### src/hw/rtl/rrc_pkg.sv
// ----------------------------------------------------------------------------
// rrc_pkg
// Shared types, code constants and code tables of the raster row compressor.
// ----------------------------------------------------------------------------
package rrc_pkg;

  localparam int unsigned MaxRowBytesDef = 2048;
  localparam int unsigned FifoDepthDef   = 4;

  localparam int CodeW  = 15;  // widest single command: opening plus rest code
  localparam int WidthW = 5;

  typedef enum logic [1:0] {
    KIND_BYTE   = 2'd0,
    KIND_FLUSH  = 2'd1,
    KIND_STRIPE = 2'd2,
    KIND_RSVD   = 2'd3
  } kind_e;

  typedef enum logic [1:0] {
    OP_CODE  = 2'd0,
    OP_FLUSH = 2'd1,
    OP_CLEAR = 2'd2
  } op_e;

  // One packer command; eoi marks the last command of an input item.
  typedef struct packed {
    op_e               op;
    logic [CodeW-1:0]  code;
    logic [WidthW-1:0] width;
    logic              eoi;
  } cmd_t;

  localparam logic [10:0]       RestCode  = 11'h007;
  localparam logic [WidthW-1:0] RestWidth = 5'd11;
  localparam logic [3:0]        EscCode   = 4'h7;
  localparam logic [WidthW-1:0] EscWidth  = 5'd4;
  localparam logic [6:0]        ChunkMax  = 7'd127;
  localparam logic [WidthW-1:0] ChunkW    = 5'd7;
  localparam logic [1:0]        HitTag    = 2'h0;
  localparam logic [1:0]        MissTag   = 2'h2;
  localparam logic [WidthW-1:0] HitWidth  = 5'd6;
  localparam logic [WidthW-1:0] MissWidth = 5'd10;
  localparam logic [7:0]        InvMask   = 8'hff;

  // Short count codes for run lengths 1..7.
  function automatic logic [5:0] cnt_code(input logic [2:0] len);
    logic [5:0] c;
    case (len)
      3'd3:    c = 6'h03;
      3'd4:    c = 6'h0b;
      3'd5:    c = 6'h0f;
      3'd6:    c = 6'h1f;
      3'd7:    c = 6'h3f;
      3'd2:    c = 6'h01;
      default: c = 6'h00;
    endcase
    return c;
  endfunction

  function automatic logic [WidthW-1:0] cnt_width(input logic [2:0] len);
    logic [WidthW-1:0] w;
    case (len)
      3'd1:    w = 5'd1;
      3'd2:    w = 5'd2;
      3'd3:    w = 5'd4;
      3'd4:    w = 5'd4;
      3'd5:    w = 5'd5;
      3'd6:    w = 5'd6;
      3'd7:    w = 5'd6;
      default: w = 5'd0;
    endcase
    return w;
  endfunction

  // Copy-left opening codes for distances 1..3.
  function automatic logic [3:0] open_code(input logic [1:0] distance);
    logic [3:0] c;
    case (distance)
      2'd2:    c = 4'h7;
      2'd3:    c = 4'hf;
      default: c = 4'h3;
    endcase
    return c;
  endfunction

  function automatic logic [WidthW-1:0] open_width(input logic [1:0] distance);
    logic [WidthW-1:0] w;
    case (distance)
      2'd2:    w = 5'd4;
      2'd3:    w = 5'd4;
      default: w = 5'd3;
    endcase
    return w;
  endfunction

endpackage

### src/hw/rtl/rrc_fifo.sv
// ----------------------------------------------------------------------------
// rrc_fifo
// Small command queue between the classifier and the bit packer.
// ----------------------------------------------------------------------------
module rrc_fifo
  import rrc_pkg::*;
#(
  parameter int unsigned DEPTH = FifoDepthDef
) (
  input  logic clk_i,
  input  logic rst_ni,
  input  logic push_valid_i,
  output logic push_ready_o,
  input  cmd_t push_cmd_i,
  output logic pop_valid_o,
  input  logic pop_ready_i,
  output cmd_t pop_cmd_o
);

  localparam int unsigned AW = (DEPTH > 1) ? $clog2(DEPTH) : 1;
  localparam int unsigned CW = $clog2(DEPTH + 1);
  localparam logic [AW-1:0] LastPtr = AW'(DEPTH - 1);
  localparam logic [CW-1:0] Full    = CW'(DEPTH);

  cmd_t          mem_q [DEPTH];
  logic [AW-1:0] wr_q, wr_d, rd_q, rd_d;
  logic [CW-1:0] cnt_q, cnt_d;
  logic          push, pop;

  assign push_ready_o = (cnt_q != Full);
  assign pop_valid_o  = (cnt_q != '0);
  assign pop_cmd_o    = mem_q[rd_q];
  assign push         = push_valid_i && push_ready_o;
  assign pop          = pop_valid_o && pop_ready_i;

  always_comb begin
    wr_d  = push ? ((wr_q == LastPtr) ? '0 : wr_q + 1'b1) : wr_q;
    rd_d  = pop ? ((rd_q == LastPtr) ? '0 : rd_q + 1'b1) : rd_q;
    cnt_d = cnt_q + CW'(push) - CW'(pop);
  end

  always_ff @(posedge clk_i or negedge rst_ni) begin
    if (!rst_ni) begin
      wr_q  <= '0;
      rd_q  <= '0;
      cnt_q <= '0;
    end else begin
      wr_q  <= wr_d;
      rd_q  <= rd_d;
      cnt_q <= cnt_d;
    end
  end

  always_ff @(posedge clk_i) begin
    if (push) begin
      mem_q[wr_q] <= push_cmd_i;
    end
  end

endmodule

### src/hw/rtl/rrc_front.sv
// ----------------------------------------------------------------------------
// rrc_front
// Item classifier: run detection, byte cache and code command issue.
// ----------------------------------------------------------------------------
module rrc_front
  import rrc_pkg::*;
#(
  parameter int unsigned MAX_ROW_BYTES = MaxRowBytesDef
) (
  input  logic       clk_i,
  input  logic       rst_ni,
  input  logic       in_valid_i,
  output logic       in_ready_o,
  input  logic [1:0] kind_i,
  input  logic [7:0] data_byte_i,
  input  logic       row_end_i,
  output logic       push_valid_o,
  input  logic       push_ready_i,
  output cmd_t       push_cmd_o
);

  localparam int unsigned CapRaw = (MAX_ROW_BYTES - 1 > 2047) ? 2047 : MAX_ROW_BYTES - 1;
  localparam int unsigned CapVal = (CapRaw < 1) ? 1 : CapRaw;
  localparam logic [10:0] RunCap = 11'(CapVal);

  typedef enum logic [3:0] {
    F_IDLE  = 4'b0001,
    F_HEAD  = 4'b0010,
    F_CHUNK = 4'b0100,
    F_FRESH = 4'b1000
  } fstate_e;

  fstate_e     state_q, state_d;
  kind_e       kind_q, kind_d;
  logic [7:0]  byte_q, byte_d;
  logic        last_q, last_d;
  logic [7:0]  hist_q [3];
  logic [7:0]  hist_d [3];
  logic [1:0]  rowpos_q, rowpos_d;
  logic        run_act_q, run_act_d;
  logic [1:0]  run_dist_q, run_dist_d;
  logic [10:0] run_len_q, run_len_d;
  logic [10:0] rem_q, rem_d;
  logic [7:0]  cache_q [16];
  logic [7:0]  cache_d [16];
  logic [3:0]  rp_q, rp_d;

  logic        hit1, hit2, hit3, any_hit;
  logic [1:0]  hit_dist;
  logic [7:0]  inv;
  logic        c_hit;
  logic [3:0]  c_idx;
  cmd_t        fresh_cmd;
  logic        fresh_act;
  logic [7:0]  run_ref;
  logic        run_match;
  logic [10:0] len_inc;
  logic        fin, fin_act;
  logic [1:0]  fin_dist;
  logic [10:0] fin_len;
  logic        cache_wr;

  // Classify the latched byte against row history and cache.
  always_comb begin
    hit1     = (rowpos_q >= 2'd1) && (byte_q == hist_q[0]);
    hit2     = (rowpos_q >= 2'd2) && (byte_q == hist_q[1]);
    hit3     = (rowpos_q == 2'd3) && (byte_q == hist_q[2]);
    any_hit  = hit1 || hit2 || hit3;
    hit_dist = hit1 ? 2'd1 : (hit2 ? 2'd2 : 2'd3);
    inv      = byte_q ^ InvMask;
    c_hit    = 1'b0;
    c_idx    = '0;
    for (int i = 0; i < 16; i++) begin
      if (!c_hit && (cache_q[i] == inv)) begin
        c_hit = 1'b1;
        c_idx = 4'(i);
      end
    end
    fresh_cmd.op  = OP_CODE;
    fresh_cmd.eoi = 1'b1;
    if (any_hit) begin
      if (last_q) begin
        fresh_cmd.code  = CodeW'({open_code(hit_dist)})
                        | (CodeW'(RestCode) << open_width(hit_dist));
        fresh_cmd.width = open_width(hit_dist) + RestWidth;
      end else begin
        fresh_cmd.code  = CodeW'(open_code(hit_dist));
        fresh_cmd.width = open_width(hit_dist);
      end
    end else if (c_hit) begin
      fresh_cmd.code  = CodeW'({c_idx, HitTag});
      fresh_cmd.width = HitWidth;
    end else begin
      fresh_cmd.code  = CodeW'({inv, MissTag});
      fresh_cmd.width = MissWidth;
    end
    fresh_act = any_hit && !last_q;

    case (run_dist_q)
      2'd2:    run_ref = hist_q[1];
      2'd3:    run_ref = hist_q[2];
      default: run_ref = hist_q[0];
    endcase
    run_match = (byte_q == run_ref);
    len_inc   = (run_len_q < RunCap) ? run_len_q + 11'd1 : run_len_q;
  end

  always_comb begin
    state_d    = state_q;
    kind_d     = kind_q;
    byte_d     = byte_q;
    last_d     = last_q;
    hist_d     = hist_q;
    rowpos_d   = rowpos_q;
    run_act_d  = run_act_q;
    run_dist_d = run_dist_q;
    run_len_d  = run_len_q;
    rem_d      = rem_q;
    cache_d    = cache_q;
    rp_d       = rp_q;
    in_ready_o = 1'b0;
    push_valid_o = 1'b0;
    push_cmd_o   = '{op: OP_CODE, code: '0, width: '0, eoi: 1'b0};
    fin      = 1'b0;
    fin_act  = 1'b0;
    fin_dist = '0;
    fin_len  = '0;
    cache_wr = 1'b0;

    case (state_q)
      F_IDLE: begin
        in_ready_o = 1'b1;
        if (in_valid_i) begin
          kind_d  = kind_e'(kind_i);
          byte_d  = data_byte_i;
          last_d  = row_end_i;
          state_d = F_HEAD;
        end
      end
      F_HEAD: begin
        case (kind_q)
          KIND_BYTE: begin
            if (run_act_q && run_match) begin
              if (last_q) begin
                push_valid_o = 1'b1;
                push_cmd_o   = '{op: OP_CODE, code: CodeW'(RestCode), width: RestWidth,
                                 eoi: 1'b1};
              end
              if (!last_q || push_ready_i) begin
                fin      = 1'b1;
                fin_act  = 1'b1;
                fin_dist = run_dist_q;
                fin_len  = len_inc;
                state_d  = F_IDLE;
              end
            end else if (run_act_q) begin
              // Close the run: short count, or escape plus chunks.
              push_valid_o = 1'b1;
              if (run_len_q < 11'd8) begin
                push_cmd_o = '{op: OP_CODE, code: CodeW'(cnt_code(run_len_q[2:0])),
                               width: cnt_width(run_len_q[2:0]), eoi: 1'b0};
                if (push_ready_i) state_d = F_FRESH;
              end else begin
                push_cmd_o = '{op: OP_CODE, code: CodeW'(EscCode), width: EscWidth,
                               eoi: 1'b0};
                if (push_ready_i) begin
                  rem_d   = run_len_q;
                  state_d = F_CHUNK;
                end
              end
            end else begin
              push_valid_o = 1'b1;
              push_cmd_o   = fresh_cmd;
              if (push_ready_i) begin
                cache_wr = !any_hit && !c_hit;
                fin      = 1'b1;
                fin_act  = fresh_act;
                fin_dist = hit_dist;
                fin_len  = 11'd1;
                state_d  = F_IDLE;
              end
            end
          end
          KIND_FLUSH: begin
            push_valid_o = 1'b1;
            push_cmd_o   = '{op: OP_FLUSH, code: '0, width: '0, eoi: 1'b1};
            if (push_ready_i) state_d = F_IDLE;
          end
          KIND_STRIPE: begin
            push_valid_o = 1'b1;
            push_cmd_o   = '{op: OP_CLEAR, code: '0, width: '0, eoi: 1'b1};
            if (push_ready_i) begin
              for (int i = 0; i < 3; i++) hist_d[i] = '0;
              for (int i = 0; i < 16; i++) cache_d[i] = 8'(i);
              rowpos_d   = '0;
              run_act_d  = 1'b0;
              run_dist_d = '0;
              run_len_d  = '0;
              rp_d       = '0;
              state_d    = F_IDLE;
            end
          end
          default: begin
            state_d = F_IDLE;
          end
        endcase
      end
      F_CHUNK: begin
        push_valid_o = 1'b1;
        if (rem_q >= 11'(ChunkMax)) begin
          push_cmd_o = '{op: OP_CODE, code: CodeW'(ChunkMax), width: ChunkW, eoi: 1'b0};
          if (push_ready_i) rem_d = rem_q - 11'(ChunkMax);
        end else begin
          push_cmd_o = '{op: OP_CODE, code: CodeW'(rem_q[6:0]), width: ChunkW, eoi: 1'b0};
          if (push_ready_i) state_d = F_FRESH;
        end
      end
      F_FRESH: begin
        push_valid_o = 1'b1;
        push_cmd_o   = fresh_cmd;
        if (push_ready_i) begin
          cache_wr = !any_hit && !c_hit;
          fin      = 1'b1;
          fin_act  = fresh_act;
          fin_dist = hit_dist;
          fin_len  = 11'd1;
          state_d  = F_IDLE;
        end
      end
      default: begin
        state_d = F_IDLE;
      end
    endcase

    // Replace the round-robin cache slot on a miss.
    if (cache_wr) begin
      cache_d[rp_q] = inv;
      rp_d          = rp_q + 4'd1;
    end

    // Advance row history and run state at the end of a byte.
    if (fin) begin
      if (last_q) begin
        for (int i = 0; i < 3; i++) hist_d[i] = '0;
        rowpos_d   = '0;
        run_act_d  = 1'b0;
        run_dist_d = '0;
        run_len_d  = '0;
      end else begin
        hist_d[2]  = hist_q[1];
        hist_d[1]  = hist_q[0];
        hist_d[0]  = byte_q;
        rowpos_d   = (rowpos_q == 2'd3) ? rowpos_q : rowpos_q + 2'd1;
        run_act_d  = fin_act;
        run_dist_d = fin_act ? fin_dist : '0;
        run_len_d  = fin_act ? fin_len : '0;
      end
    end
  end

  always_ff @(posedge clk_i or negedge rst_ni) begin
    if (!rst_ni) begin
      state_q    <= F_IDLE;
      rowpos_q   <= '0;
      run_act_q  <= 1'b0;
      run_dist_q <= '0;
      run_len_q  <= '0;
      rp_q       <= '0;
      for (int i = 0; i < 3; i++) hist_q[i] <= '0;
      for (int i = 0; i < 16; i++) cache_q[i] <= 8'(i);
    end else begin
      state_q    <= state_d;
      rowpos_q   <= rowpos_d;
      run_act_q  <= run_act_d;
      run_dist_q <= run_dist_d;
      run_len_q  <= run_len_d;
      rp_q       <= rp_d;
      hist_q     <= hist_d;
      cache_q    <= cache_d;
    end
  end

  always_ff @(posedge clk_i) begin
    kind_q <= kind_d;
    byte_q <= byte_d;
    last_q <= last_d;
    rem_q  <= rem_d;
  end

endmodule

### src/hw/rtl/rrc_pack.sv
// ----------------------------------------------------------------------------
// rrc_pack
// Bit packer: merges codes LSB-first into 16-bit words and marks item ends.
// ----------------------------------------------------------------------------
module rrc_pack
  import rrc_pkg::*;
(
  input  logic        clk_i,
  input  logic        rst_ni,
  input  logic        cmd_valid_i,
  output logic        cmd_ready_o,
  input  cmd_t        cmd_i,
  output logic        out_valid_o,
  input  logic        out_ready_i,
  output logic [15:0] code_word_o,
  output logic        last_word_o
);

  logic [31:0] acc_q, acc_d;
  logic [4:0]  bc_q, bc_d;
  logic [15:0] hold_q, hold_d;
  logic        hold_v_q, hold_v_d;
  logic        hold_last_q, hold_last_d;
  logic [15:0] out_q, out_d;
  logic        out_last_q, out_last_d;
  logic        out_v_q, out_v_d;

  logic [31:0] sum, nacc;
  logic [5:0]  nbc_full;
  logic [4:0]  nbc;
  logic        produced;
  logic [15:0] word;
  logic        out_free, pop;

  always_comb begin
    sum      = acc_q | ({17'b0, cmd_i.code} << bc_q);
    nbc_full = {1'b0, bc_q} + {1'b0, cmd_i.width};
    produced = 1'b0;
    word     = acc_q[15:0];
    nacc     = acc_q;
    nbc      = bc_q;
    case (cmd_i.op)
      OP_CODE: begin
        word = sum[15:0];
        if (nbc_full >= 6'd16) begin
          produced = 1'b1;
          nacc     = sum >> 16;
          nbc      = 5'(nbc_full - 6'd16);
        end else begin
          nacc = sum;
          nbc  = nbc_full[4:0];
        end
      end
      OP_FLUSH: begin
        produced = (bc_q != '0);
        nacc     = '0;
        nbc      = '0;
      end
      OP_CLEAR: begin
        nacc = '0;
        nbc  = '0;
      end
      default: begin
        nacc = acc_q;
        nbc  = bc_q;
      end
    endcase
  end

  assign out_free    = !out_v_q || out_ready_i;
  // Hold back while the held word waits to leave as an item's last word.
  assign pop         = cmd_valid_i && !(hold_v_q && hold_last_q)
                    && !(produced && hold_v_q && !out_free);
  assign cmd_ready_o = pop;

  always_comb begin
    acc_d       = acc_q;
    bc_d        = bc_q;
    hold_d      = hold_q;
    hold_v_d    = hold_v_q;
    hold_last_d = hold_last_q;
    out_d       = out_q;
    out_last_d  = out_last_q;
    out_v_d     = out_v_q && !out_ready_i;
    if (hold_v_q && hold_last_q && out_free) begin
      out_d       = hold_q;
      out_last_d  = 1'b1;
      out_v_d     = 1'b1;
      hold_v_d    = 1'b0;
      hold_last_d = 1'b0;
    end else if (pop) begin
      acc_d = nacc;
      bc_d  = nbc;
      if (produced) begin
        if (hold_v_q) begin
          out_d      = hold_q;
          out_last_d = 1'b0;
          out_v_d    = 1'b1;
        end
        hold_d      = word;
        hold_v_d    = 1'b1;
        hold_last_d = cmd_i.eoi;
      end else if (cmd_i.eoi && hold_v_q) begin
        hold_last_d = 1'b1;
      end
    end
  end

  always_ff @(posedge clk_i or negedge rst_ni) begin
    if (!rst_ni) begin
      acc_q       <= '0;
      bc_q        <= '0;
      hold_v_q    <= 1'b0;
      hold_last_q <= 1'b0;
      out_v_q     <= 1'b0;
    end else begin
      acc_q       <= acc_d;
      bc_q        <= bc_d;
      hold_v_q    <= hold_v_d;
      hold_last_q <= hold_last_d;
      out_v_q     <= out_v_d;
    end
  end

  always_ff @(posedge clk_i) begin
    hold_q     <= hold_d;
    out_q      <= out_d;
    out_last_q <= out_last_d;
  end

  assign out_valid_o = out_v_q;
  assign code_word_o = out_q;
  assign last_word_o = out_last_q;

  a_pending_bits_only: assert property (@(posedge clk_i) disable iff (!rst_ni)
    (acc_q >> bc_q) == 32'd0)
    else $error("accumulator holds bits above the fill count");

  a_hold_last_valid: assert property (@(posedge clk_i) disable iff (!rst_ni)
    hold_last_q |-> hold_v_q)
    else $error("item end flagged without a held word");

  a_no_overwrite: assert property (@(posedge clk_i) disable iff (!rst_ni)
    (out_v_q && !out_ready_i) |=> ($stable(out_q) && $stable(out_last_q)))
    else $error("stalled output word changed");

endmodule

### src/hw/rtl/raster_row_run_cache_compressor.sv
// ----------------------------------------------------------------------------
// raster_row_run_cache_compressor
// Printer raster row compressor: copy-left runs, a 16-entry byte cache and
// an LSB-first 16-bit word packer.
// ----------------------------------------------------------------------------
// A plain raster byte is accepted in F_IDLE and F_HEAD issues its code to
// the command queue. Closing a run by a mismatch issues the count code from
// F_HEAD and the byte's code from F_FRESH; a count above seven instead has
// the escape code, then 7-bit chunks of up to 127 from F_CHUNK. Each state
// that issues waits for the queue to take its command. The packer consumes
// one command per cycle unless an output stall holds it back; an item that
// ends on a held word sends that word out before the next command. The
// queue lets the classifier run ahead of a stalled output. Each item
// yields zero or more words, its last one flagged with last_word_o. Cache
// and history sit in flip-flops, so the block is ready right after reset.
// ----------------------------------------------------------------------------
module raster_row_run_cache_compressor
  import rrc_pkg::*;
#(
  parameter int unsigned MAX_ROW_BYTES = MaxRowBytesDef,
  parameter int unsigned FIFO_DEPTH    = FifoDepthDef
) (
  input  logic        clk_i,
  input  logic        rst_ni,
  input  logic        in_valid_i,
  output logic        in_ready_o,
  input  logic [1:0]  kind_i,
  input  logic [7:0]  data_byte_i,
  input  logic        row_end_i,
  output logic        out_valid_o,
  input  logic        out_ready_i,
  output logic [15:0] code_word_o,
  output logic        last_word_o
);

  cmd_t push_cmd, pop_cmd;
  logic push_valid, push_ready, pop_valid, pop_ready;

  // Classify items and issue packer commands.
  rrc_front #(
    .MAX_ROW_BYTES(MAX_ROW_BYTES)
  ) u_front (
    .clk_i        (clk_i),
    .rst_ni       (rst_ni),
    .in_valid_i   (in_valid_i),
    .in_ready_o   (in_ready_o),
    .kind_i       (kind_i),
    .data_byte_i  (data_byte_i),
    .row_end_i    (row_end_i),
    .push_valid_o (push_valid),
    .push_ready_i (push_ready),
    .push_cmd_o   (push_cmd)
  );

  // Decouple classifier and packer.
  rrc_fifo #(
    .DEPTH(FIFO_DEPTH)
  ) u_fifo (
    .clk_i        (clk_i),
    .rst_ni       (rst_ni),
    .push_valid_i (push_valid),
    .push_ready_o (push_ready),
    .push_cmd_i   (push_cmd),
    .pop_valid_o  (pop_valid),
    .pop_ready_i  (pop_ready),
    .pop_cmd_o    (pop_cmd)
  );

  // Pack codes into words.
  rrc_pack u_pack (
    .clk_i       (clk_i),
    .rst_ni      (rst_ni),
    .cmd_valid_i (pop_valid),
    .cmd_ready_o (pop_ready),
    .cmd_i       (pop_cmd),
    .out_valid_o (out_valid_o),
    .out_ready_i (out_ready_i),
    .code_word_o (code_word_o),
    .last_word_o (last_word_o)
  );

endmodule

### config.mk
export PLATFORM = sky130hd
export DESIGN_NAME = raster_row_run_cache_compressor
export DESIGN_NICKNAME = d
export VERILOG_FILES = /design/src/hw/rtl/rrc_pkg.sv /design/src/hw/rtl/rrc_fifo.sv /design/src/hw/rtl/rrc_front.sv /design/src/hw/rtl/rrc_pack.sv /design/src/hw/rtl/raster_row_run_cache_compressor.sv
export SDC_FILE = /design/constraint.sdc
export NUM_CORES = 1
export LEC_CHECK = 0
export BUFFER_PORTS_ARGS = -buffer_cell sky130_fd_sc_hd__buf_2
export CAP_MARGIN = 40
export CORE_MARGIN = 8
export CORE_UTILIZATION = 61
export DETAILED_ROUTE_END_ITERATION = 12
export PLACE_DENSITY = 0.78
export RECOVER_POWER = 100
export SLEW_MARGIN = 20
export SYNTH_ARGS = -nofsm -noshare
export SYNTH_HDL_FRONTEND = slang
export SYNTH_SLANG_ARGS = --single-unit
### constraint.sdc
create_clock -name clk_i -period 9.8 [get_ports clk_i]
set_input_delay 0.98 -clock clk_i [delete_from_list [all_inputs] [get_ports clk_i]]
set_output_delay 0.98 -clock clk_i [all_outputs]
set_load 0.02 [all_outputs]
== After elaboration in Yosys (flattened, before gate mapping) ==
Memory sizes are Yosys's and may differ from the RTL's.
Index checks and enable logic that the tools add are counted.
Operators by class
  magnitude comparators: 8
  reductions and logical operators: 95
  muxes and demuxes: 167
  bitwise operators: 5
  add/sub/neg operators: 11
  shift operators: 2
  eq/ne operators: 57
Operators with widths (count)
  128-bit 2-to-1 mux: 4
  11-bit 2-to-1 mux: 18
  8-bit == test: 20
  23-bit one-hot mux with 3 select lines: 2
  128-bit bitwise mux: 1
  24-bit 2-to-1 mux: 5
  4-bit 2-to-1 mux: 23
  16-bit 2-to-1 mux: 5
  32-bit one-hot mux with 2 select lines: 1
  1-bit 2-to-1 mux: 54
  11-bit one-hot mux with 2 select lines: 2
  20-bit 2-to-1 mux: 2
  2-bit 2-to-1 mux: 19
  6-bit one-hot mux with 6 select lines: 1
  8-bit demux with 4-bit select: 1
  1-bit logical AND: 32
  32-bit 2-to-1 mux: 1
  32-bit OR: 1
  15-bit by 5-bit left shift with 32-bit output: 1
  1-bit zero test: 23
  23-bit 2-to-1 mux: 1
  2-bit nonzero test: 11
  21-bit 2-to-1 mux: 1
  2-bit == test (second input constant): 9
  61 further kinds: 107
Storage, ports and cells
  output and inout bits: 19
  bits of input ports: 15
  memories kept: 1
  bits in writable memories: 92
  flip-flop bits (word level): 278
Memories
  u_fifo.mem_q: depth 4, width 23, read ports 1, clocked after memory_dff 0, wr ports 1, RTL line rrc_fifo.sv:25  | cmd_t mem_q [DEPTH];

== Logic depth before layout (Yosys ltp) ==
Gate-level depths: netlist of run 1.
  word-level depth: 57
  gate-level depth with buffers: 19

== Hierarchy ==
A second synthesis of run 1 with hierarchy kept.
Second synthesis, totals
  cells, all modules: 1731
  area total of the unflattened synthesis: 20019.2 um^2
By module, submodules not included
  rrc_front: sequential area each 5106.1 um^2, times used 1, cells an instance 1144, area each 11720.0 um^2
  rrc_pack: sequential area each 1981.9 um^2, times used 1, cells an instance 428, area each 4536.9 um^2
  rrc_fifo: sequential area each 2937.8 um^2, times used 1, cells an instance 159, area each 3762.4 um^2

== Worst setup path before layout of run 1 ==
No wires, ideal clock.
  path kind: reg2reg
  start: reg u_fifo.rd_q[0]
  end: reg u_pack.out_last_q, in the netlist u_pack.last_word_o
  path slack: 5.064 ns
  library setup time: 0.117 ns
  arrival time: 4.618 ns
  cell stages (with the launch flop): 15
  required time: 9.683 ns
  period minus slack after synthesis: 4.736 ns
  cell sequence: dfrtp_1 > buf_1 > buf_2 > mux4_2 > ha_1 > fa_1 > a21oi_1 > a31oi_1 > o22a_1 > or2_2 > clkbuf_1 > a21oi_1 > nor2b_1 > nand2_1 > a32o_1
On the way
  word-level cells in the longest chain between the ends: 10
Ends and longest elaborated chain
  from (decl): RTL line rrc_fifo.sv:26  | logic [AW-1:0] wr_q, wr_d, rd_q, rd_d;
  from (signal assigned): RTL line rrc_fifo.sv:49  | rd_q <= rd_d;
  memory 4 x 23 bit (*)
  5-bit by 5-bit adder with 6-bit output: RTL line rrc_pack.sv:37  | nbc_full = {1'b0, bc_q} + {1'b0, cmd_i.width};
  6-bit by 5-bit >= comparator with 1-bit output: RTL line rrc_pack.sv:45  | if (nbc_full >= 6'd16) begin
  1-bit 2-to-1 mux: RTL line rrc_pack.sv:45
  1-bit one-hot mux with 2 select lines (*): RTL line rrc_pack.sv:42  | case (cmd_i.op)
  1-bit logical AND (2 in series): RTL line rrc_pack.sv:73  | && !(produced && hold_v_q && !out_free);
  1-bit zero test: RTL line rrc_pack.sv:73
  1-bit logical AND: RTL line rrc_pack.sv:73
  3-bit AND reduction (no source line) (*)
  to (signal assigned): RTL line rrc_pack.sv:128  | out_last_q <= out_last_d;
  to (decl): RTL line rrc_pack.sv:25  | logic out_last_q, out_last_d;
Mark *: on every way between the ends. The rest lies on a longest branch, timed or not.
A chain may end at the register's enable or synchronous reset.

== Final worst setup path of run 1 ==
  start: reg u_front.byte_q[1]
  end: mem u_fifo.mem_q[3][3] (netlist bit) (enable)
On the way
  word-level cells in the longest chain between the ends: 8
Ends and longest elaborated chain
  from (decl): RTL line rrc_front.sv:35  | logic [7:0] byte_q, byte_d;
  from (signal assigned): RTL line rrc_front.sv:285  | byte_q <= byte_d;
  8-bit == test: RTL line rrc_front.sv:104  | run_match = (byte_q == run_ref);
  1-bit logical AND: RTL line rrc_front.sv:143  | if (run_act_q && run_match) begin
  1-bit 2-to-1 mux: RTL line rrc_front.sv:143
  1-bit one-hot mux with 2 select lines: RTL line rrc_front.sv:141  | case (kind_q)
  1-bit one-hot mux with 2 select lines: RTL line rrc_front.sv:130  | case (state_q)
  1-bit logical AND: RTL line rrc_fifo.sv:33  | assign push = push_valid_i && push_ready_o;
  via u_fifo.push: RTL line rrc_fifo.sv:28  | logic push, pop;
  1-bit 2-to-1 mux: RTL line rrc_fifo.sv:55  | if (push) begin
  1-bit 2-to-1 mux (not written as such): RTL line rrc_fifo.sv:56  | mem_q[wr_q] <= push_cmd_i;
  to (decl): RTL line rrc_fifo.sv:25
The timed path passes the listed nets, and every way through them passes these cells.

==> metrics.md, run 1 <==
| Metric | Value |
|---|---|
| R2r setup slk | `3.57 ns` |
| Worst vdd ir | `177 uV` |
| Hold EP | `u_pack.code_word_o[7]` |
| Initial Util | `62.1%` |
| Port Buf Inserts | `33` |
| Antenna Cells | `0` |
| Slew @ Worst Pin | `5.39 ns` |
| Final Net Count | `1681` |
| Clk root buf | `clkbuf_16` |
| Dpl hpwl | `27400 microns` |
| CP max stage delay | `1.54 ns` |
| Io pins | `34` |
| Largest net degree at the start of global routing | `95` |
| WHS | `0.423 ns` |
| CP Class | `flip-flop to flip-flop` |
| Die width | `190 microns` |
| Fin crit share | `63.6%` |
| Synth area leader | `dfrtp_1` |
| Violated checks | `max-capacitance violations, max-slew violations` |
| Ys async rst share | `64.5%` |
| Initial antenna violation count | `0` |
| Hold_buf cts | `0` |
| Grt total ovfl | `0` |
| Drt total wl | `41400 microns` |
| Peak Freq | `0.161 GHz` |
| Yosys cell types | `78` |
| Final setup viols | `0` |
| Hold Crit Class | `flip-flop to flip-flop` |
| DRT Pass-1 Iters | `6` |
| Post-CTS resize count | `0` |
| R2r endpoint | `u_fifo.mem_q[3][3]` |
| Syn Nets | `1683` |
| Critical Path End Type | `flip-flop` |
| Post-synth EDFFs | `122` |
| Top cells by area, synth | `dfrtp_1 26%, edfxtp_1 20%, mux2i_1 7.7%, xor2_1 5.3%, dfstp_2 4.7%` |
| Initial drt markers | `1144` |
| # Max-Cap Violations | `5` |
| Synth Register Bits | `346` |
| Setup TNS | `0 ns` |
| Fin. Hold Viols | `0` |
| Cell repeated most along the worst path | `clkbuf_1` |
| CTS tree | `built` |
| Hold path cells | `0` |
| Hold path startpoint | `u_pack.hold_q[7]` |
| GRT Overall Usage | `23.0%` |
| Share of layout cells above drive strength 1 | `10.3%` |
| Commonest non-fill, non-tap cell in the layout | `dfrtp_1` |
| Post-CTS Setup Bufs | `0` |
| WP data arrival | `6.41 ns` |
| Die Ht | `190 microns` |
| Crit-path slowest cell | `o32ai_1` |
| Core ar. | `29700 sq um` |
| Final worst path period need | `6.23 ns` |
| Placed cells | `1968` |
| Post-synth top area share | `25.8%` |
| Yosys warning count | `0` |
| Power Density | `263 nW/um^2` |
| Die area | `36100 sq um` |
| Reg2reg path depth | `8` |
| Total CTS buffers | `37` |
| Final std cells w/o fill | `2042` |
| Vias in the first global route | `12600` |
| DR vias/cell | `6.17` |
| Static leakage | `8.29 nW` |
| Most frequent cells in the layout | `190 x dfrtp_1, 149 x nand2_1, 142 x mux2i_1` |
| Routed via count | `12600` |
| Setup repair after global routing missed its margin | `false` |
| WL per Instance | `20.3 microns` |
| Startpoint types | `flip-flop` |
| Max FO, Critical Path | `26` |
| Htree depth | `2` |
| Crit-path cells | `clkbuf_1 > xor2_1 > nand4_1 > o32ai_1 > a31oi_1 > o41a_1 > and2_0 > clkbuf_1` |
| Clk buf depth | `3` |
| Reg2reg start | `u_front.byte_q[1]` |
| Syn Inst Count | `1629` |
| Slew Limit Fails | `178` |
| Worst-path clk slew | `0.06 ns` |
| Area Growth Syn to Fin | `6.83%` |
| Post-route clock skew | `0.0182 ns` |
| Status | `finished with violations` |
| RePlAce Congestion | `0.902` |
| Remaining routing DRC violations | `0` |
| First-pass GRT wire length | `67800 microns` |
| Worst path required time | `9.99 ns` |
| Relative slew slack | `-260%` |
| Seq/Total Area, Yosys | `50.5%` |
| Clk sinks | `346` |
| Synth Flop Type | `dfrtp_1` |
| Mapped Area | `18400 sq um` |
| Post-synthesis area per instance | `11.3 sq um` |
| Post-DRT Antenna Nets | `0` |
| Clock latency on the worst-skew pair | `0.51 ns` |
| Row count | `63` |
==> per-layer routing <==
layer / share of wire [%] / vias up / GRT usage (%) / wire length (microns)
li1: - / 5851 / - / -
met1: 43 / 6225 / 30.7 / 17700
met2: 48 / 419 / 38.1 / 20100
met3: 6.0 / 98 / 3.92 / 2490
met4: 2.9 / 0 / 7.37 / 1210
met5: 0 / - / 0 / 0
==> logic make-up (layout without fill, tap and decap cells) <==
family / count (synthesis) / count (layout) / share of synthesized area, %
simple gates: 473 / 473 / 12.5
buf+inv: 141 / 164 / 3.90
flops: 346 / 346 / 50.5
mux: 186 / 186 / 12.1
fa+ha+maj: 39 / 39 / 2.73
compound gates: 270 / 270 / 10.1
xor+xnor: 174 / 174 / 8.26
==> power breakdown <==
group	internal (W)	switching [W]
clock network	0.000728	0.000544
registers	0.00188	0.000221
logic	0.000699	0.00111
total	0.00330	0.00188
==> stage by stage <==
step | power [W] | worst slack, ns | utilization (%) | instance area [sq um]
floorplan | 0.00346 | 5.06 | - | 18400
CTS | 0.00522 | 5.36 | 66.7 | 19800
global placement | 0.00386 | 5.50 | 62.9 | 18700
finish | 0.00518 | 3.57 | 66.3 | 19700
detailed placement | 0.00393 | 5.41 | 63.0 | 18700
global route | 0.00548 | 3.22 | 66.3 | 19700
==> registers in the layout, indices dropped and copies added (netlist names), 3 cells and up <==
register and cells:
u_fifo.cnt_q 3, u_fifo.mem_q 68, u_front.byte_q 8, u_front.cache_q 128, u_front.hist_q 24, u_front.rem_q 11
u_front.rp_q 4, u_front.run_len_q 11, u_front.state_q 4, u_pack.acc_q 32, u_pack.bc_q 5, u_pack.code_word_o 16
u_pack.hold_q 16
==> cell type report <==
cell class | count | area [sq um]
repair buffers | 65 | 363
clock buffers | 47 | 973
flip-flops and latches | 346 | 9310
clock inverters | 17 | 111
multi-input cells | 1142 | 8330
fillers | 2185 | 10000
inverters | 35 | 131
well taps | 390 | 488
==> Yosys cell counts, types with 5 or more instances <==
library cell,count
nand3_1,34
mux2_2,16
nand2_1,150
and3_1,24
nor4_1,24
nor3_1,19
buf_4,14
mux4_2,28
buf_2,14
xor2_1,112
nor2b_1,8
or2_2,5
o21a_1,7
and2_1,15
mux2i_1,142
inv_1,34
clkbuf_1,59
buf_6,16
xnor2_1,62
o21ai_0,61
or3_1,7
nor2_1,133
dfrtp_1,190
nand4_1,27
dfstp_2,33
a21oi_1,57
a21o_1,22
edfxtp_1,122
ha_1,37
a22o_1,32
nand2b_1,7
a211oi_1,16
a31oi_1,7
a221oi_1,8
==> worst max-delay path: cells and delay by family (launching register included) <==
family	cells	cell delay, ns
buffers and inverters	2	1.66
AO/OA/AOI/OAI	3	2.74
flip-flops	1	0.68
AND/OR/NAND/NOR	2	0.59
XOR/XNOR	1	0.20
==> how the worst max path moves through the flow <==
stage                            startpoint            endpoint  slack (ns)  cells after the start
final                     u_front.byte_q[1]  u_fifo.mem_q[3][3]        3.57                      8
after global routing      u_front.byte_q[1]  u_fifo.mem_q[3][2]        3.22                      8
after CTS                    u_fifo.rd_q[0]     u_fifo.cnt_q[2]        5.36                     15
after detailed placement     u_fifo.rd_q[0]     u_fifo.cnt_q[2]        5.41                     15
after global placement       u_fifo.rd_q[0]     u_fifo.cnt_q[2]        5.50                     15
after floorplan              u_fifo.rd_q[0]  u_pack.last_word_o        5.06                     14
(Power assumes the default switching activity.)
==> inputs of run 2 (changes only) <==
--- a/config.mk
+++ b/config.mk
@@ -8,9 +8,9 @@
 export BUFFER_PORTS_ARGS = -buffer_cell sky130_fd_sc_hd__buf_2
 export CAP_MARGIN = 40
 export CORE_MARGIN = 8
-export CORE_UTILIZATION = 61
+export CORE_UTILIZATION = 57
 export DETAILED_ROUTE_END_ITERATION = 12
-export PLACE_DENSITY = 0.78
+export PLACE_DENSITY = 0.76
 export RECOVER_POWER = 100
 export SLEW_MARGIN = 20
 export SYNTH_ARGS = -nofsm -noshare
==> constraint.sdc (replaced) <==
create_clock -name clk_i -period 5.4 [get_ports clk_i]
set_input_delay 0.54 -clock clk_i [delete_from_list [all_inputs] [get_ports clk_i]]
set_output_delay 0.54 -clock clk_i [all_outputs]
set_load 0.02 [all_outputs]
==> run 2 against run 1 <==
Against the previous run: critical path depth is 1 lower; clock skew is 0.0026 ns higher; highest routed layer unchanged; first-iteration DRC count is 15% lower; the run still ends with max-capacitance violations, max-slew violations left; maximum frequency is 33% higher; largest cell class unchanged.
==> metrics.md, run 2 (synthesis results as in run 1) <==
| Metric | Value |
|---|---|
| Status | `finished with violations` |
| Violated checks | `max-capacitance violations, max-slew violations` |
| Htree depth | `2 (unchanged)` |
| Startpoint types | `flip-flop` |
| Sequential cell area | `9310 sq um (unchanged)` |
| RePlAce Congestion | `0.912 (+1.1%)` |
| Power Density | `487 nW/um^2 (+85%)` |
| DRT Pass-1 Iters | `7 (+1)` |
| Most frequent cells in the layout | `190 x dfrtp_1, 150 x nand2_1, 142 x mux2i_1` |
| Clk pwr share | `27.1% (+2.5 points)` |
| Int Power | `0.00625 W (+89%)` |
| Relative slew slack | `-92.1% (+170 points)` |
| Hold Crit Class | `input pin to flip-flop` |
| Final Util | `61.8% (-4.5 points)` |
| Worst vdd ir | `315 uV (+78%)` |
| DR vias/cell | `6.06 (-1.7%)` |
| Clk buf depth | `3 (unchanged)` |
| Cell repeated most along the worst path | `and2_0` |
| Setup TNS | `0 ns (unchanged)` |
| Clk root buf | `clkbuf_16` |
| Fill cells | `2560 (+17%)` |
| Drt total wl | `40900 microns (-1.3%)` |
| Sequential share of power | `39.2% (-1.3 points)` |
| Area Growth Syn to Fin | `7.92%` |
| Initial drt markers | `975 (-15%)` |
| Die Ht | `196 microns (+3.2%)` |
| Combinational Power Share | `33.8% (-1.1 points)` |
| WHS | `0.180 ns (-0.243 ns)` |
| Fin crit share | `86.5% (+23 points)` |
| Switch Pwr | `0.00344 W (+83%)` |
| Share of layout cells above drive strength 1 | `10.5% (+0.22 points)` |
| Worst-path clk slew | `0.06 ns (about the same)` |
| CP max stage delay | `1.19 ns (-0.35 ns)` |
| Dpl hpwl | `26800 microns (-2.3%)` |
| Clock latency on the worst-skew pair | `0.55 ns (+0.04 ns)` |
| Core ar. | `32200 sq um (+8.4%)` |
| Final worst path period need | `4.67 ns (-1.56 ns)` |
| Die area | `38400 sq um (+6.4%)` |
| Slew Limit Fails | `226 (+27%)` |
| WL per Instance | `19.8 microns (-2.3%)` |
| Port Buf Inserts | `33 (unchanged)` |
| Hold_buf cts | `0 (unchanged)` |
| R2r setup slk | `0.73 ns (-2.84 ns)` |
| CP Class | `flip-flop to flip-flop` |
| GRT Overall Usage | `21.5% (-1.5 points)` |
| Total CTS buffers | `39 (+5.4%)` |
| First-pass GRT wire length | `67500 microns (-0.45%)` |
| Row count | `66 (+4.8%)` |
| Final std cells w/o fill | `2063 (+1.0%)` |
| Switching share of total power | `35.5% (-0.71 points)` |
| Post-route clock skew | `0.0208 ns (+0.00259 ns)` |
| Largest net degree at the start of global routing | `114 (+20%)` |
| Post-DRT Antenna Nets | `0 (unchanged)` |
| Remaining routing DRC violations | `0 (unchanged)` |
| Io pins | `34 (unchanged)` |
| Initial antenna violation count | `0 (unchanged)` |
| CTS tree | `built` |
| Top reg by flops | `u_front.cache_q` |
| Top Registers | `u_front.cache_q: 128 flops, u_fifo.mem_q: 68 flops, u_pack.acc_q: 32 flops` |
| Fin. Hold Viols | `0 (unchanged)` |
| Clk sinks | `346 (unchanged)` |
| Largest register FFs | `128 (unchanged)` |
| Placed cells | `1986 (+0.91%)` |
| Die width | `196 microns (+3.2%)` |
| Crit-path cells | `nor4b_1 > and2_0 > nand2b_1 > a31oi_1 > o41a_1 > and2_0 > clkbuf_1` |
| Worst path bufs/invs | `1 (-1)` |
| Final Net Count | `1680 (-0.059%)` |
| Post-CTS Setup Bufs | `0 (unchanged)` |
| Worst path required time | `5.55 ns (-4.44 ns)` |
| Max FO, Critical Path | `13 (-50%)` |
| Post-CTS resize count | `0 (unchanged)` |
| # Max-Cap Violations | `2 (-3)` |
| WP data arrival | `4.83 ns (-1.58 ns)` |
| Grt total ovfl | `0 (unchanged)` |
| Commonest non-fill, non-tap cell in the layout | `dfrtp_1` |
| Crit-path slowest cell | `nor4b_1` |
| Routed via count | `12500 (-0.72%)` |
| Static leakage | `8.38 nW (+0.99%)` |
| Peak Freq | `0.214 GHz (+33%)` |
| Initial Util | `57.3% (-4.8 points)` |
| Setup repair after global routing missed its margin | `false` |
| Antenna Cells | `0 (unchanged)` |
| Critical Path End Type | `flip-flop` |
| Crit-path leading delay family | `simple AND/OR/NAND/NOR gates` |
| Vias in the first global route | `12800 (+1.6%)` |
| Final setup viols | `0 (unchanged)` |
| Multi-input gate area | `8340 sq um (+0.15%)` |
| Slew @ Worst Pin | `2.88 ns (-2.51 ns)` |
run 2: changes by cell type in the layout (fill, tap and decap cells not counted), sizes merged:
cell / change
inv: +5
buf: +3
clkinv: -8
bufinv: +3
run 2: final cells by class:
| class | instances | share of cell area [%] |
|---|---|---|
| clock inverter | 17 | 1.02 |
| multi-input combinational | 1142 | 41.9 |
| inverter | 35 | 0.660 |
| sequential | 346 | 46.8 |
| tap | 408 | 2.56 |
| clock buffer | 53 | 5.32 |
| timing repair buffer | 62 | 1.77 |
run 2: worst reg2reg max path, delay by kind of cell, from the launching register on:
family / cells / cell delay (ns)
compound gates: 2 / 1.01
buf+inv: 1 / 0.69
flops: 1 / 0.41
simple gates: 4 / 2.18
run 2: power groups by stage:
stage	clock network [W]	logic, W	registers, W
5_1_grt	0.00278	0.00361	0.00386
3_5_place_dp	0	0.00327	0.00385
3_3_place_gp	0	0.00317	0.00383
6_report	0.00262	0.00327	0.00379
4_1_cts	0.00268	0.00329	0.00381
2_1_floorplan	0	0.00251	0.00376
run 2: routing by layer:
metal	vias up	global-route usage [%]	share of wire, %
met5	-	0	0
met4	0	7.55	2.9
met3	94	3.17	4.8
met2	355	35.9	49
met1	6204	28.5	43
li1	5849	-	-
run 2: final timing paths:
| kind | from | endpoint | cells past startpoint |
|---|---|---|---|
| worst max-delay path | u_front.state_q[0] | u_fifo.mem_q[2][12] | 7 |
| worst min-delay path | data_byte_i[7] | u_front.byte_q[7] | 1 |
| worst max register to register | u_front.state_q[0] | u_fifo.mem_q[2][12] | 7 |
| worst min register to register | u_pack.hold_q[8] | u_pack.code_word_o[8] | 0 |
| max in group asynchronous | rst_ni | u_front.hist_q[7] | 2 |
| min in group asynchronous | rst_ni | u_pack.acc_q[8] | 1 |
run 2: per-stage QoR:
step	setup slack [ns]	cell area [sq um]	power [W]
after floorplan	0.664	18400	0.00627
after global placement	1.25	18700	0.00700
after detailed placement	1.13	18800	0.00712
after CTS	1.08	20000	0.00978
after global routing	0.403	19900	0.0103
final	0.729	19900	0.00969
==> inputs of run 3 (changes only) <==
--- a/config.mk
+++ b/config.mk
@@ -5,12 +5,14 @@
 export SDC_FILE = /design/constraint.sdc
 export NUM_CORES = 1
 export LEC_CHECK = 0
+export ABC_AREA = 1
+export ABC_CLOCK_PERIOD_IN_PS = 5050
 export BUFFER_PORTS_ARGS = -buffer_cell sky130_fd_sc_hd__buf_2
 export CAP_MARGIN = 40
 export CORE_MARGIN = 8
-export CORE_UTILIZATION = 57
+export CORE_UTILIZATION = 61
 export DETAILED_ROUTE_END_ITERATION = 12
-export PLACE_DENSITY = 0.76
+export PLACE_DENSITY = 0.78
 export RECOVER_POWER = 100
 export SLEW_MARGIN = 20
 export SYNTH_ARGS = -nofsm -noshare
==> constraint.sdc (replaced) <==
create_clock -name clk_i -period 5.05 [get_ports clk_i]
set_input_delay 0.505 -clock clk_i [delete_from_list [all_inputs] [get_ports clk_i]]
set_output_delay 0.505 -clock clk_i [all_outputs]
set_load 0.02 [all_outputs]
==> run 3 against run 2 <==
Against the previous run: the run still ends with max-capacitance violations, max-slew violations left; highest routed layer unchanged; die area is 3.0% higher; synthesized cell count rose by 62%; first-iteration DRC count increased by 110%; via count up 42%; setup slack got worse by 0.26 ns; core utilization increased by 4.3 points; critical endpoint is now u_front.cache_q[30].
==> metrics.md, run 3 <==
| Metric | Value |
|---|---|
| Status | `finished with violations` |
| Violated checks | `max-capacitance violations, max-slew violations` |
| DRT Pass-1 Iters | `6 (-1)` |
| Fin crit share | `90.8% (+4.3 points)` |
| Fill cells | `2829 (+11%)` |
| Slew Limit Fails | `226 (unchanged)` |
| Vias in the first global route | `16900 (+32%)` |
| Multi-input gate area | `9410 sq um (+13%)` |
| Crit-path cells | `clkbuf_1 > inv_1 > nand2_1 > nand2_1 > nand2_1 > nor2_1 > nand2_1 > nand2_1 > nor2_1 > nand4_2 > nor2_1 > nand4_2 > nor2_1 > nand4_4 > clkinvlp_2 > clkbuf_2 > nand2_1 > nand2_1` |
| WL per Instance | `16.7 microns (-16%)` |
| Grt total ovfl | `0 (unchanged)` |
| WL met3 | `2640 microns (+35%)` |
| Drt total wl | `51500 microns (+26%)` |
| Synth area leader | `dfrtp_1` |
| Yosys cell types | `52 (-33%)` |
| Post-DRT Antenna Nets | `0 (unchanged)` |
| Worst path required time | `5.53 ns (-0.02 ns)` |
| Syn Inst Count | `2642 (+62%)` |
| GRT Overall Usage | `25.9% (+4.3 points)` |
| Switch Pwr | `0.00506 W (+47%)` |
| Crit-path slowest cell | `clkinvlp_2` |
| Commonest non-fill, non-tap cell in the layout | `nand2_1` |
| Core ar. | `33200 sq um (+3.1%)` |
| Combinational Power Share | `41.2% (+7.4 points)` |
| # Max-Cap Violations | `2 (unchanged)` |
| Antenna Cells | `0 (unchanged)` |
| Final worst path period need | `4.58 ns (-0.0878 ns)` |
| List of most frequent post-synthesis cells | `756 x nand2_1, 305 x o21ai_0, 298 x nand3_1` |
| Clk pwr share | `23.1% (-4.0 points)` |
| Startpoint types | `flip-flop` |
| Cell repeated most along the worst path | `nand2_1` |
| Final Util | `66.1% (+4.3 points)` |
| Synth Flop Type | `dfrtp_1` |
| Share of layout cells above drive strength 1 | `6.11% (-4.4 points)` |
| Final setup viols | `0 (unchanged)` |
| Initial Util | `61.4% (+4.1 points)` |
| Post-CTS resize count | `0 (unchanged)` |
| Worst vdd ir | `443 uV (+41%)` |
| Clk sinks | `346 (unchanged)` |
| Clk root buf | `clkbuf_16` |
| Largest register FFs | `128 (unchanged)` |
| Htree depth | `2 (unchanged)` |
| Remaining routing DRC violations | `0 (unchanged)` |
| Top layer in use | `met4` |
| Area Growth Syn to Fin | `7.59%` |
| Ys async rst share | `64.5% (unchanged)` |
| Power Density | `551 nW/um^2 (+13%)` |
| Most frequent cells in the layout | `758 x nand2_1, 311 x o21ai_0, 298 x nand3_1` |
| Sequential cell area | `9310 sq um (unchanged)` |
| Hold path cells | `2 (+1)` |
| Initial drt markers | `2068 (+110%)` |
| Hold_buf cts | `0 (unchanged)` |
| Routed via count | `17800 (+42%)` |
| Clock latency on the worst-skew pair | `0.54 ns (about the same)` |
| DR vias/cell | `5.78 (-4.7%)` |
| Max FO, Critical Path | `30 (+17)` |
| Static leakage | `10.2 nW (+22%)` |
| Critical Path End Type | `flip-flop` |
| Syn Nets | `2696 (+60%)` |
| Sequential share of power | `35.7% (-3.5 points)` |
| Top cells by area, synth | `dfrtp_1 23%, edfxtp_1 18%, nand2_1 14%, o21ai_0 7.5%, nand3_1 7.3%` |
| Die width | `199 microns (+1.5%)` |
| Top reg by flops | `u_front.cache_q` |
| Reg2reg path depth | `18 (+11)` |
| WL met2 | `25300 microns (+27%)` |
| Final Net Count | `2657 (+58%)` |
| Total CTS buffers | `39 (unchanged)` |
| Peak Freq | `0.218 GHz (+1.9%)` |
| Post-CTS Setup Bufs | `0 (unchanged)` |
| Yosys warning count | `0 (unchanged)` |
| Fin. Hold Viols | `0 (unchanged)` |
| CP Class | `flip-flop to flip-flop` |
| Clk buf depth | `3 (unchanged)` |
| Largest net degree at the start of global routing | `128 (+12%)` |
| Post-route clock skew | `0.0178 ns (-0.00296 ns)` |
| Worst-path clk slew | `0.06 ns (about the same)` |
| Synth Register Bits | `346 (unchanged)` |
| Setup repair after global routing missed its margin | `false` |
| Mapped Area | `20400 sq um (+11%)` |
| Int Power | `0.00703 W (+12%)` |
| Dpl hpwl | `32700 microns (+22%)` |
| Post-synth top area share | `23.3% (-2.5 points)` |
| Top Registers | `u_front.cache_q: 128 flops, u_fifo.mem_q: 68 flops, u_pack.acc_q: 32 flops` |
| WP data arrival | `5.06 ns (+0.23 ns)` |
| RePlAce Congestion | `0.906 (-0.60%)` |
| Post-synthesis area per instance | `7.72 sq um (-32%)` |
| Die area | `39500 sq um (+3.0%)` |
| First-pass GRT wire length | `84400 microns (+25%)` |
| Io pins | `34 (unchanged)` |
| Slew @ Worst Pin | `2.62 ns (-0.259 ns)` |
| Seq/Total Area, Yosys | `45.6% (-4.8 points)` |
| Die Ht | `199 microns (+1.5%)` |
| CP max stage delay | `0.87 ns (-0.32 ns)` |
| Port Buf Inserts | `33 (unchanged)` |
| Relative slew slack | `-74.8% (+17 points)` |
| Post-synth EDFFs | `122 (unchanged)` |
| Initial antenna violation count | `0 (unchanged)` |
| CTS tree | `built` |
| Wl on met1 | `22000 microns (+24%)` |
| Count leader, synth | `nand2_1` |
| Setup TNS | `0 ns (unchanged)` |
| Row count | `67 (+1.5%)` |
| Switching share of total power | `41.8% (+6.3 points)` |
| Hold Crit Class | `input pin to flip-flop` |
run 3: logic make-up (layout without fill, tap and decap cells):
| kind of cell | count (synthesis) | count (layout) | share of synthesized area (%) |
|---|---|---|---|
| and+or+nand+nor | 1308 | 1308 | 27.2 |
| AOI/OAI and AO/OA | 446 | 446 | 11.8 |
| buffers and inverters | 391 | 383 | 8.06 |
| DFF | 346 | 346 | 45.6 |
| xor gates and xnor gates | 112 | 112 | 4.81 |
| adders and majority gates | 39 | 39 | 2.47 |
run 3: path summary, 6_finish.rpt:
kind	from	to	slack, ns
hold / removal	in_valid_i	u_front.state_q[0]	0.13
hold reg to reg	u_pack.hold_q[7]	u_pack.code_word_o[7]	0.41
max in group asynchronous	rst_ni	u_front.cache_q[8]	1.16
setup / recovery	u_front.byte_q[0]	u_front.cache_q[30]	0.47
min in group asynchronous	rst_ni	u_pack.acc_q[12]	0.76
setup reg to reg	u_front.byte_q[0]	u_front.cache_q[30]	0.47
run 3: layer usage:
metal | vias up | track usage (%)
li1 | 8614 | -
met1 | 8489 | 33.6
met2 | 582 | 44.5
met3 | 119 | 2.89
met4 | 0 | 9.14
met5 | - | 0
run 3: final cells by class:
type	count	area share (%)
clock buffers	56	5.11
well taps	448	2.56
multi-input cells	1905	42.9
clock inverters	16	0.645
inverters	238	4.08
flip-flops and latches	346	42.4
repair buffers	73	2.28
run 3: critical path: cells and delay by family (launching register included):
family	cells	cell delay, ns
buf+inv	4	1.96
flops	1	0.66
simple gates	14	1.88
run 3: per-stage QoR:
stage	cells	hold slack (ns)	power [W]	setup WS (ns)	area, sq um
after detailed placement	3010	0.405	0.00929	0.720	20800
after CTS	3082	0.0534	0.0122	0.687	22100
after global routing	3082	0.125	0.0130	0.0975	21900
after global placement	3009	0.401	0.00911	0.824	20800
final	3082	0.130	0.0121	0.466	21900
after floorplan	2642	0.209	0.00797	0.661	20400
run 3: power by group through the flow:
stage	sequential [W]	clock, W	combinational [W]
final	0.00431	0.00279	0.00498
after detailed placement	0.00433	0	0.00496
after CTS	0.00429	0.00284	0.00503
after global placement	0.00430	0	0.00481
after global routing	0.00439	0.00295	0.00563
after floorplan	0.00427	0	0.00370
